===== src/rtl/hcbd_pkg.sv =====
// Shared types and constants for the HTTP chunked body decoder.
// Holds the parser phase encoding, event codes and the hex digit decode.
// No dependencies.
package hcbd_pkg;

   typedef enum logic [3:0] {
      PH_SIZE    = 4'd0,
      PH_SIZE_CR = 4'd1,
      PH_EXT     = 4'd2,
      PH_EXT_CR  = 4'd3,
      PH_DATA    = 4'd4,
      PH_DATA_CR = 4'd5,
      PH_DATA_LF = 4'd6,
      PH_LAST_CR = 4'd7,
      PH_LAST_LF = 4'd8,
      PH_DONE    = 4'd9
   } phase_type;

   typedef enum logic [2:0] {
      EV_CONSUMED  = 3'd0,
      EV_DATA      = 3'd1,
      EV_COMPLETE  = 3'd2,
      EV_INVALID   = 3'd3,
      EV_TOO_LARGE = 3'd4
   } event_kind_type;

   localparam logic [7:0] CHAR_CR   = 8'h0D;
   localparam logic [7:0] CHAR_LF   = 8'h0A;
   localparam logic [7:0] CHAR_SEMI = 8'h3B;

   localparam logic [31:0] MAX_BODY_RESET = 32'd1048576;

   localparam int REQ_DATA_W = 8;
   localparam int RSP_DATA_W = 16;

   // bit 4 set when the byte is a hex digit, bits 3:0 give its value
   function automatic logic [4:0] hex_digit(input logic [7:0] c);
      logic [4:0] r;
      begin
         case (c) inside
            [8'h30:8'h39]: r = {1'b1, c[3:0]};
            [8'h41:8'h46],
            [8'h61:8'h66]: r = {1'b1, c[3:0] + 4'd9};
            default:       r = 5'd0;
         endcase
         return r;
      end
   endfunction

endpackage


===== src/rtl/http_chunked_body_decoder_core.sv =====
// HTTP/1.1 chunked transfer body decoder, one byte per request.
// Depends on hcbd_pkg for phase encoding, event codes and hex decode.
//
// Usage:
//   Request channel (req_*): one raw body byte per request in req_tdata; req_tuser
//   set on the first byte of a message clears the parser before that byte is
//   parsed. Response channel (rsp_*): exactly one response per request, holding
//   the event kind (consumed, data byte, complete, invalid, too large) and the
//   payload byte for data events (zero otherwise).
//   csr_wr_en / csr_wr_data load the body size limit; write only while idle.
// Timing:
//   Each request is parsed in the cycle it is accepted and its response is
//   registered, so the response appears in the cycle after acceptance. One
//   request per cycle is sustained unless the receiver stalls; the parser
//   state update is one phase machine step plus a 32-bit increment and compare.
// Reset:
//   Synchronous reset returns the parser to the size line, clears counters,
//   empties the response register and loads the limit with 1 MiB.
// Backpressure:
//   The response register refills in the cycle it is taken, so a request is
//   accepted whenever the register is empty or being drained. While the
//   receiver stalls with a response pending, req_tready stays low.
module http_chunked_body_decoder_core #(
   parameter int SIZE_BITS = 32
) (
   input  logic                           clock,
   input  logic                           reset,
   // request channel
   input  logic                           req_tvalid,
   output logic                           req_tready,
   input  logic [hcbd_pkg::REQ_DATA_W-1:0] req_tdata,  // [7:0] in_byte
   input  logic                           req_tuser,  // [0] start_message
   // response channel
   output logic                           rsp_tvalid,
   input  logic                           rsp_tready,
   output logic [hcbd_pkg::RSP_DATA_W-1:0] rsp_tdata,  // [2:0] event_kind,
                                                      // [10:3] data_byte, [15:11] zero
   // limit register
   input  logic                           csr_wr_en,
   input  logic [31:0]                    csr_wr_data  // max_body_bytes
);
   import hcbd_pkg::*;

   // parser state
   phase_type              phase_ff, phase_in;
   logic [SIZE_BITS-1:0]   chunk_ff, chunk_in;
   logic                   seen_ff, seen_in;
   logic [31:0]            total_ff, total_in;
   logic                   over_ff, over_in;
   logic [31:0]            max_ff;

   // response register
   logic                   rsp_valid_ff, rsp_valid_in;
   logic [RSP_DATA_W-1:0]  rsp_data_ff, rsp_data_in;

   // working copy of state after an optional message restart
   phase_type              cur_phase;
   logic [SIZE_BITS-1:0]   cur_chunk;
   logic                   cur_seen;
   logic [31:0]            cur_total;
   logic                   cur_over;

   logic                   accept;
   logic [7:0]             c;
   logic [4:0]             hex;
   logic                   is_cr, is_lf, is_semi;
   logic                   size_full;
   logic [SIZE_BITS-1:0]   chunk_dec;
   phase_type              line_end_phase;
   event_kind_type         ev;
   logic [7:0]             dat;

   assign req_tready = !rsp_valid_ff || rsp_tready;
   assign accept     = req_tvalid && req_tready;

   assign c       = req_tdata;
   assign hex     = hex_digit(c);
   assign is_cr   = (c == CHAR_CR);
   assign is_lf   = (c == CHAR_LF);
   assign is_semi = (c == CHAR_SEMI);

   // start of message drops the parser back to the size line
   always_comb begin
      if (req_tuser) begin
         cur_phase = PH_SIZE;
         cur_chunk = '0;
         cur_seen  = 1'b0;
         cur_total = '0;
         cur_over  = 1'b0;
      end else begin
         cur_phase = phase_ff;
         cur_chunk = chunk_ff;
         cur_seen  = seen_ff;
         cur_total = total_ff;
         cur_over  = over_ff;
      end
   end

   // another digit would shift bits out of the top of the size
   assign size_full = (cur_chunk[SIZE_BITS-1 -: 4] != 4'd0);
   assign chunk_dec = cur_chunk - {{(SIZE_BITS-1){1'b0}}, 1'b1};

   // where a completed size line leads
   always_comb begin
      if (!cur_seen) begin
         line_end_phase = PH_DONE;
      end else if (cur_chunk == '0) begin
         line_end_phase = PH_LAST_CR;
      end else begin
         line_end_phase = PH_DATA;
      end
   end

   // next phase
   always_comb begin
      phase_in = phase_ff;
      if (accept) begin
         unique case (cur_phase)
            PH_SIZE: begin
               if (hex[4]) begin
                  phase_in = size_full ? PH_DONE : PH_SIZE;
               end else if (is_semi) begin
                  phase_in = cur_seen ? PH_EXT : PH_DONE;
               end else if (is_cr) begin
                  phase_in = PH_SIZE_CR;
               end else begin
                  phase_in = PH_DONE;
               end
            end
            PH_SIZE_CR: phase_in = is_lf ? line_end_phase : PH_DONE;
            PH_EXT:     phase_in = is_cr ? PH_EXT_CR : PH_EXT;
            PH_EXT_CR: begin
               if (is_lf) begin
                  phase_in = line_end_phase;
               end else if (is_cr) begin
                  phase_in = PH_EXT_CR;
               end else begin
                  phase_in = PH_EXT;
               end
            end
            PH_DATA:    phase_in = (chunk_dec == '0) ? PH_DATA_CR : PH_DATA;
            PH_DATA_CR: phase_in = is_cr ? PH_DATA_LF : PH_DONE;
            PH_DATA_LF: phase_in = is_lf ? PH_SIZE : PH_DONE;
            PH_LAST_CR: phase_in = is_cr ? PH_LAST_LF : PH_DONE;
            PH_LAST_LF: phase_in = PH_DONE;
            default:    phase_in = PH_DONE;
         endcase
      end
   end

   // event, payload and counters
   always_comb begin
      ev       = EV_CONSUMED;
      dat      = 8'd0;
      chunk_in = chunk_ff;
      seen_in  = seen_ff;
      total_in = total_ff;
      over_in  = over_ff;
      if (accept) begin
         chunk_in = cur_chunk;
         seen_in  = cur_seen;
         total_in = cur_total;
         over_in  = cur_over;
         unique case (cur_phase)
            PH_SIZE: begin
               if (hex[4]) begin
                  if (size_full) begin
                     ev = EV_INVALID;
                  end else begin
                     chunk_in = {cur_chunk[SIZE_BITS-5:0], hex[3:0]};
                     seen_in  = 1'b1;
                  end
               end else if (is_semi) begin
                  if (!cur_seen) begin
                     ev = EV_INVALID;
                  end
               end else if (!is_cr) begin
                  ev = EV_INVALID;
               end
            end
            PH_SIZE_CR: begin
               if (!is_lf || !cur_seen) begin
                  ev = EV_INVALID;
               end
            end
            PH_EXT: ev = EV_CONSUMED;
            PH_EXT_CR: begin
               if (is_lf && !cur_seen) begin
                  ev = EV_INVALID;
               end
            end
            PH_DATA: begin
               ev       = EV_DATA;
               dat      = c;
               chunk_in = chunk_dec;
               if (cur_total >= max_ff) begin
                  over_in = 1'b1;
               end
               if (cur_total != 32'hFFFF_FFFF) begin
                  total_in = cur_total + 32'd1;
               end
            end
            PH_DATA_CR: begin
               if (!is_cr) begin
                  ev = EV_INVALID;
               end
            end
            PH_DATA_LF: begin
               if (is_lf) begin
                  chunk_in = '0;
                  seen_in  = 1'b0;
               end else begin
                  ev = EV_INVALID;
               end
            end
            PH_LAST_CR: begin
               if (!is_cr) begin
                  ev = EV_INVALID;
               end
            end
            PH_LAST_LF: begin
               if (is_lf) begin
                  ev = cur_over ? EV_TOO_LARGE : EV_COMPLETE;
               end else begin
                  ev = EV_INVALID;
               end
            end
            default: ev = EV_CONSUMED;
         endcase
      end
   end

   // response register: load on accept, drop when taken
   always_comb begin
      rsp_valid_in = rsp_valid_ff;
      rsp_data_in  = rsp_data_ff;
      if (accept) begin
         rsp_valid_in = 1'b1;
         rsp_data_in  = {5'd0, dat, ev};
      end else if (rsp_tready) begin
         rsp_valid_in = 1'b0;
      end
   end

   always_ff @(posedge clock) begin
      if (reset) begin
         phase_ff     <= PH_SIZE;
         chunk_ff     <= '0;
         seen_ff      <= 1'b0;
         total_ff     <= '0;
         over_ff      <= 1'b0;
         rsp_valid_ff <= 1'b0;
         max_ff       <= MAX_BODY_RESET;
      end else begin
         phase_ff     <= phase_in;
         chunk_ff     <= chunk_in;
         seen_ff      <= seen_in;
         total_ff     <= total_in;
         over_ff      <= over_in;
         rsp_valid_ff <= rsp_valid_in;
         if (csr_wr_en) begin
            max_ff <= csr_wr_data;
         end
      end
   end

   always_ff @(posedge clock) begin
      rsp_data_ff <= rsp_data_in;
   end

   assign rsp_tvalid = rsp_valid_ff;
   assign rsp_tdata  = rsp_data_ff;

endmodule


===== config.mk =====
export PLATFORM = sky130hd
export DESIGN_NAME = http_chunked_body_decoder_core
export DESIGN_NICKNAME = d
export VERILOG_FILES = /design/src/rtl/hcbd_pkg.sv /design/src/rtl/http_chunked_body_decoder_core.sv
export SDC_FILE = /design/constraint.sdc
export NUM_CORES = 1
export LEC_CHECK = 0
export BUFFER_PORTS_ARGS = -buffer_cell sky130_fd_sc_hd__buf_4
export CORE_MARGIN = 5
export CORE_UTILIZATION = 50
export CTS_CLUSTER_SIZE = 16
export DETAILED_ROUTE_END_ITERATION = 6
export PLACE_DENSITY = 0.68
export SKIP_CTS_REPAIR_TIMING = 1
export SYNTH_ARGS = -nofsm -noshare
export SYNTH_HDL_FRONTEND = slang
export SYNTH_SLANG_ARGS = --single-unit

===== constraint.sdc =====
create_clock -name clock -period 3.6 [get_ports clock]
set_input_delay 0.18 -clock clock [delete_from_list [all_inputs] [get_ports clock]]
set_output_delay 0.18 -clock clock [all_outputs]
set_load 0.01 [all_outputs]

== Word-level counts from Yosys, hierarchy flattened ==
Index checks and enable logic that the tools add are counted.

* $add $sub $neg: 3
* Multipliers: 0
* Divide/modulo/power cells: 0
* Order comparisons: 7
* Eq/ne operators: 12
* Shift operators: 0
* Mux-type cells: 47
* Bitwise logic cells: 0
* Reductions and logical operators: 17

{| class="wikitable"
|+ Operators by type and width
! operator !! count
|-
| 32-bit two-way mux || 7
|-
| 32-bit one-hot mux with 3 select lines || 1
|-
| 32-bit logical NOT || 2
|-
| 4-bit two-way mux || 11
|-
| 32-bit by 1-bit adder with 32-bit output, second input constant || 1
|-
| 32-bit >= comparator || 1
|-
| 32-bit inequality test, second input constant || 1
|-
| 4-bit one-hot mux with 8 select lines || 1
|-
| 32-bit by 1-bit subtractor with 32-bit output, second input constant || 1
|-
| 3-bit one-hot mux with 7 select lines || 1
|-
| 4-bit by 3-bit == test with 1-bit output, second input constant || 4
|-
| 8-bit by 4-bit == test with 1-bit output, second input constant || 2
|-
| 8-bit by 7-bit >= comparator with 1-bit output, second input constant || 2
|-
| 8-bit by 7-bit less-or-equal comparator with 1-bit output, second input constant || 2
|-
| 2-bit two-way mux || 7
|-
| 1-bit two-way mux || 12
|-
| 3-bit two-way mux || 4
|-
| 5-bit two-way mux || 2
|-
| 4-bit by 2-bit == test with 1-bit output, second input constant || 2
|-
| 8-bit by 6-bit == test with 1-bit output, second input constant || 1
|-
| 8-bit by 6-bit >= comparator with 1-bit output, second input constant || 1
|-
| 8-bit by 6-bit less-or-equal comparator with 1-bit output, second input constant || 1
|-
| 1-bit logical AND || 5
|-
| 4-bit adder, second input constant || 1
|-
| 9 further kinds || 13
|}

* Bits in registers: 114
* Latch bits: 0
* Bits in writable memories: 0
* Memory bits (read-only): 0
* Input bits: 46
* Output and inout port bits: 18
* Word-level logic and storage cells: 95
* Memories: 0

== Depth between registers and ports, before layout ==
* Word-level depth: 8
* Mapped depth: 16
* Depth with buffers taken out: 11

== Worst setup path before layout ==
OpenSTA, ideal clock, no wires.

* Kind: in2reg
* From: input req_tuser
* To: register phase_ff[0]
* Setup time: 0.084 ns
* Arrival time: 3.058 ns
* Required time: 3.516 ns
* Slack: 0.458 ns
* Stages: 15
* Buffers on the path: 5
* Path through: clkbuf_8 -> inv_1 -> clkbuf_1 -> clkbuf_1 -> clkbuf_1 -> nand2_1 -> ha_1 -> clkbuf_1 -> and2_1 -> a41oi_2 -> a21o_1 -> a2111oi_4 -> nor4b_2 -> o2111ai_1 -> o31ai_2

* Cells in the longest elaborated chain, start to end: 6
* Elaborated cells between the ends (all ways): 25
* Those cells by class: add/sub (1); eq/ne (7); mux (13); reduce/logical (4)

{| class="wikitable"
|+ Ends and longest elaborated chain
! element !! line !! RTL
|-
| start, declared || http_chunked_body_decoder_core.sv:32 || <nowiki>input logic req_tuser,</nowiki>
|-
| parallel branches: the longest is 5 deep, another holds 32-bit by 1-bit subtractor with 32-bit output || -- ||
|-
| 4-bit one-hot mux with 8 select lines * || http_chunked_body_decoder_core.sv:118 || <nowiki>unique case (cur_phase)</nowiki>
|-
| end signal, assigned || http_chunked_body_decoder_core.sv:255 || <nowiki>phase_ff <= phase_in;</nowiki>
|-
| end, declared || http_chunked_body_decoder_core.sv:45 || <nowiki>phase_type phase_ff, phase_in;</nowiki>
|}

Every way passes the cells marked *.
A chain may end at the register's enable or synchronous reset.

== Final worst setup path ==
* From: register chunk_ff[2]
* To: register phase_ff[0]

* Cells in the longest elaborated chain, start to end: 6
* Elaborated cells between the ends (all ways): 10
* Those cells by class: add/sub (1); mux (7); reduce/logical (2)

{| class="wikitable"
|+ Ends and longest elaborated chain
! element !! line !! RTL
|-
| start, declared || http_chunked_body_decoder_core.sv:46 || <nowiki>logic [SIZE_BITS-1:0] chunk_ff, chunk_in;</nowiki>
|-
| start signal, assigned || http_chunked_body_decoder_core.sv:256 || <nowiki>chunk_ff <= chunk_in;</nowiki>
|-
| 32-bit two-way mux * || http_chunked_body_decoder_core.sv:84 || <nowiki>if (req_tuser) begin</nowiki>
|-
| parallel branches: the longest is 4 deep, another holds 32-bit by 1-bit subtractor with 32-bit output || -- ||
|-
| 4-bit one-hot mux with 8 select lines * || http_chunked_body_decoder_core.sv:118 ||
|}

Marks and branches as above.

==> metrics <==
total number of vias=7451; most frequent cell after synthesis=nor2_1; Arr. time, crit path=3330 ps; ys async rst share=0%; failing checks=hold timing; switching share of power=29.1%; IO buf count=58; Final Hold Fails=18; clock latency on the worst-skew pair=420 ps; post-synth cell types=96; detailed placer's ending HPWL=15.0 mm; placed insts=1222; CP endpoint kind=flop; Total GRT Usage=23.5%; Vias/cell=5.92; most used flip-flop cell after synthesis=dfxtp_1; relative slew slack=41.1%; Sequential Power Share=36.8%; Seq. cell area=2390 µm²; WS Path Type=flop to flop; Max Fclk=335 MHz; setup TNS=0 ps; combinational power share=17.1%; Max Root-Sink Buffers=2; Leak Pwr=3.68 nW; fin area=9140 µm²; Post-Synthesis Cell Area=7980 µm²; Final Instance Count excl. Fillers=1258; hold depth=3; leading area contributor after synthesis=dfxtp_1; commonest cells in the netlist=112 x nor2_1, 103 x dfxtp_1, 87 x nand2_1, 60 x a21oi_1, 54 x inv_1; Req. time, crit path=3940 ps; largest net degree at the start of global routing=46; crit path max fanout=9; Tcrit/Tclk final=83.0%; Synth Register Bits=114; Clock Pin Slew Worst Setup and Hold Paths=60 ps; Post-synth EDFFs=11; number of global-route vias before repair=6886; RSZ-0062 raised after global routing=no; H-tree depth=4; initial antenna violation count=0; DR DRC count=0; Worst Reg-to-Reg Cells=7; Fin Clk Skew=10.6 ps; drt wl/cell=17.2 µm; global route overflow=0; Layout area overhead=14.6%; syn avg cell area=8.04 µm²; post-route ant nets=0; first-pass GRT wire length=35.3 mm; DRT Pass-1 Iters=6; area share of the largest cell type after synthesis=25.9%; setup violators final=0; Sink Count=114; Post-Synthesis Cells=992; Max Cap Viol=0; antenna cells=0; Pint=2.68 mW; Tmin final=2990 ps; Initial Utilization=50.6%; Hold WC Path Type=input pin to flop; worst-margin pin slew=881 ps; Synth Warn #=0; Die ar.=18600 µm²; Multi-input gate area=5050 µm²; io pins=64; filler cell count=1484; 1st-iter DRT viols=864; final max-slew violation count=0; Final nets=1115; post-synthesis sequential area ratio=30.0%; Clk network pwr share=46.1%; synth top area cells=dfxtp_1 26%, ha_1 6.3%, nor2_1 5.3%, mux2i_1 4.4%, edfxtp_1 4.1%; gp weighted congestion=0.953; PD cells=413 nW/µm²; chip width=136 µm; core area=15800 µm²; Routed WL=21.6 mm; row count=46; CTS tree=built; status=complete, but fails checks; switching pwr=1.10 mW; CTS root buffer=clkbuf_16; placed instance area=8490 µm²; total power=3.77 mW; CP startpoint kind=flop; TritonCTS buffer count=17; Peak VDD IR=0.360 mV; layout cells sized above 1=14.2%; Die H=136 µm; hold_ws=-22.0 ps
power groups by stage:
stage                     clock network [mW]  logic [mW]  registers (mW)
after floorplan                            0       0.474            1.39
after global placement                     0       0.631            1.41
after detailed placement                   0       0.630            1.41
after CTS                               1.77       0.635            1.39
after global routing                    1.83       0.710            1.40
final                                   1.74       0.646            1.39
routing by layer:
layer | wire (µm) | share of wire (%) | vias up | track usage, %
li1 | - | - | 3645 | -
met1 | 10100 | 47 | 3436 | 33.8
met2 | 9180 | 43 | 324 | 34.9
met3 | 1810 | 8.4 | 46 | 4.74
met4 | 512 | 2.4 | 0 | 8.06
met5 | 0 | 0 | - | 0
placed cells by master (no fill, tap or decap), drive strengths merged, types with 5 or more instances in the layout:
cell	count
o2bb2ai	5
and2	6
and3	22
edfxtp	11
or4	5
a21o	12
mux2i	35
buf	77
xor2	24
a31oi	8
nor2	113
and4	5
a22oi	9
xnor2	13
nor3b	5
conb	5
inv	59
nand3	28
nand2	87
clkbuf	19
nor4b	6
o21ai	46
dfxtp	103
ha	40
o32ai	6
nand4	21
mux2	6
nor4	22
nor2b	35
nand2b	7
nor3	28
a221oi	7
a22o	6
a211oi	13
o211ai	5
o21a	5
a21oi	61
state kept, by name (all words and copies together) (netlist names):
register,flops
total_ff,32
rsp_tdata,11
phase_ff,4
max_ff,32
chunk_ff,32
seen_ff,1
over_ff,1
rsp_tvalid,1
path summary, 6_finish.rpt:
path | from | end | slack (ps)
max | chunk_ff[2]$_SDFFE_PP0P_ | phase_ff[0]$_SDFFE_PP0P_ | 610
min | csr_wr_data[20] | max_ff[20]$_SDFFE_PP1P_ | -20
max reg2reg | chunk_ff[2]$_SDFFE_PP0P_ | phase_ff[0]$_SDFFE_PP0P_ | 610
min reg2reg | max_ff[20]$_SDFFE_PP1P_ | max_ff[20]$_SDFFE_PP1P_ | 490
through the flow:
stage | setup WS (ps) | util [%]
floorplan | 458 | -
global placement | 471 | 53.9
detailed placement | 547 | 53.9
CTS | 656 | 57.7
global route | 446 | 58.0
finish | 611 | 58.0
kinds of logic (layout without fill, tap and decap cells):
| group | count (synthesis) | after routing | share of synthesized area (%) |
|---|---|---|---|
| AO/OA/AOI/OAI | 226 | 226 | 19.3 |
| XOR/XNOR | 37 | 37 | 4.06 |
| adder cells (fa/ha/maj) | 40 | 40 | 6.27 |
| buffers and inverters | 122 | 168 | 7.07 |
| flip-flops | 114 | 114 | 30.0 |
| multiplexers | 41 | 41 | 5.24 |
| other | 1 | 5 | 0.0470 |
| AND/OR/NAND/NOR | 411 | 411 | 28.0 |
cell type report:
class                   instances  area share, %
clock buffers                  19           5.08
clock inverters                13           1.59
inverters                      55           2.26
multi-input cells             760           55.2
flip-flops and latches        114           26.2
well taps                     216           2.96
repair buffers                 81           6.76
critical path, stage by stage (launching register included):
cell and delay (ps):
dfxtp_1 420, nor4_4 610, nand4_2 380, or4b_1 630
xnor2_1 160, nor4b_2 310, o2111ai_1 170, o31ai_2 230
(Power assumes the default switching activity.)
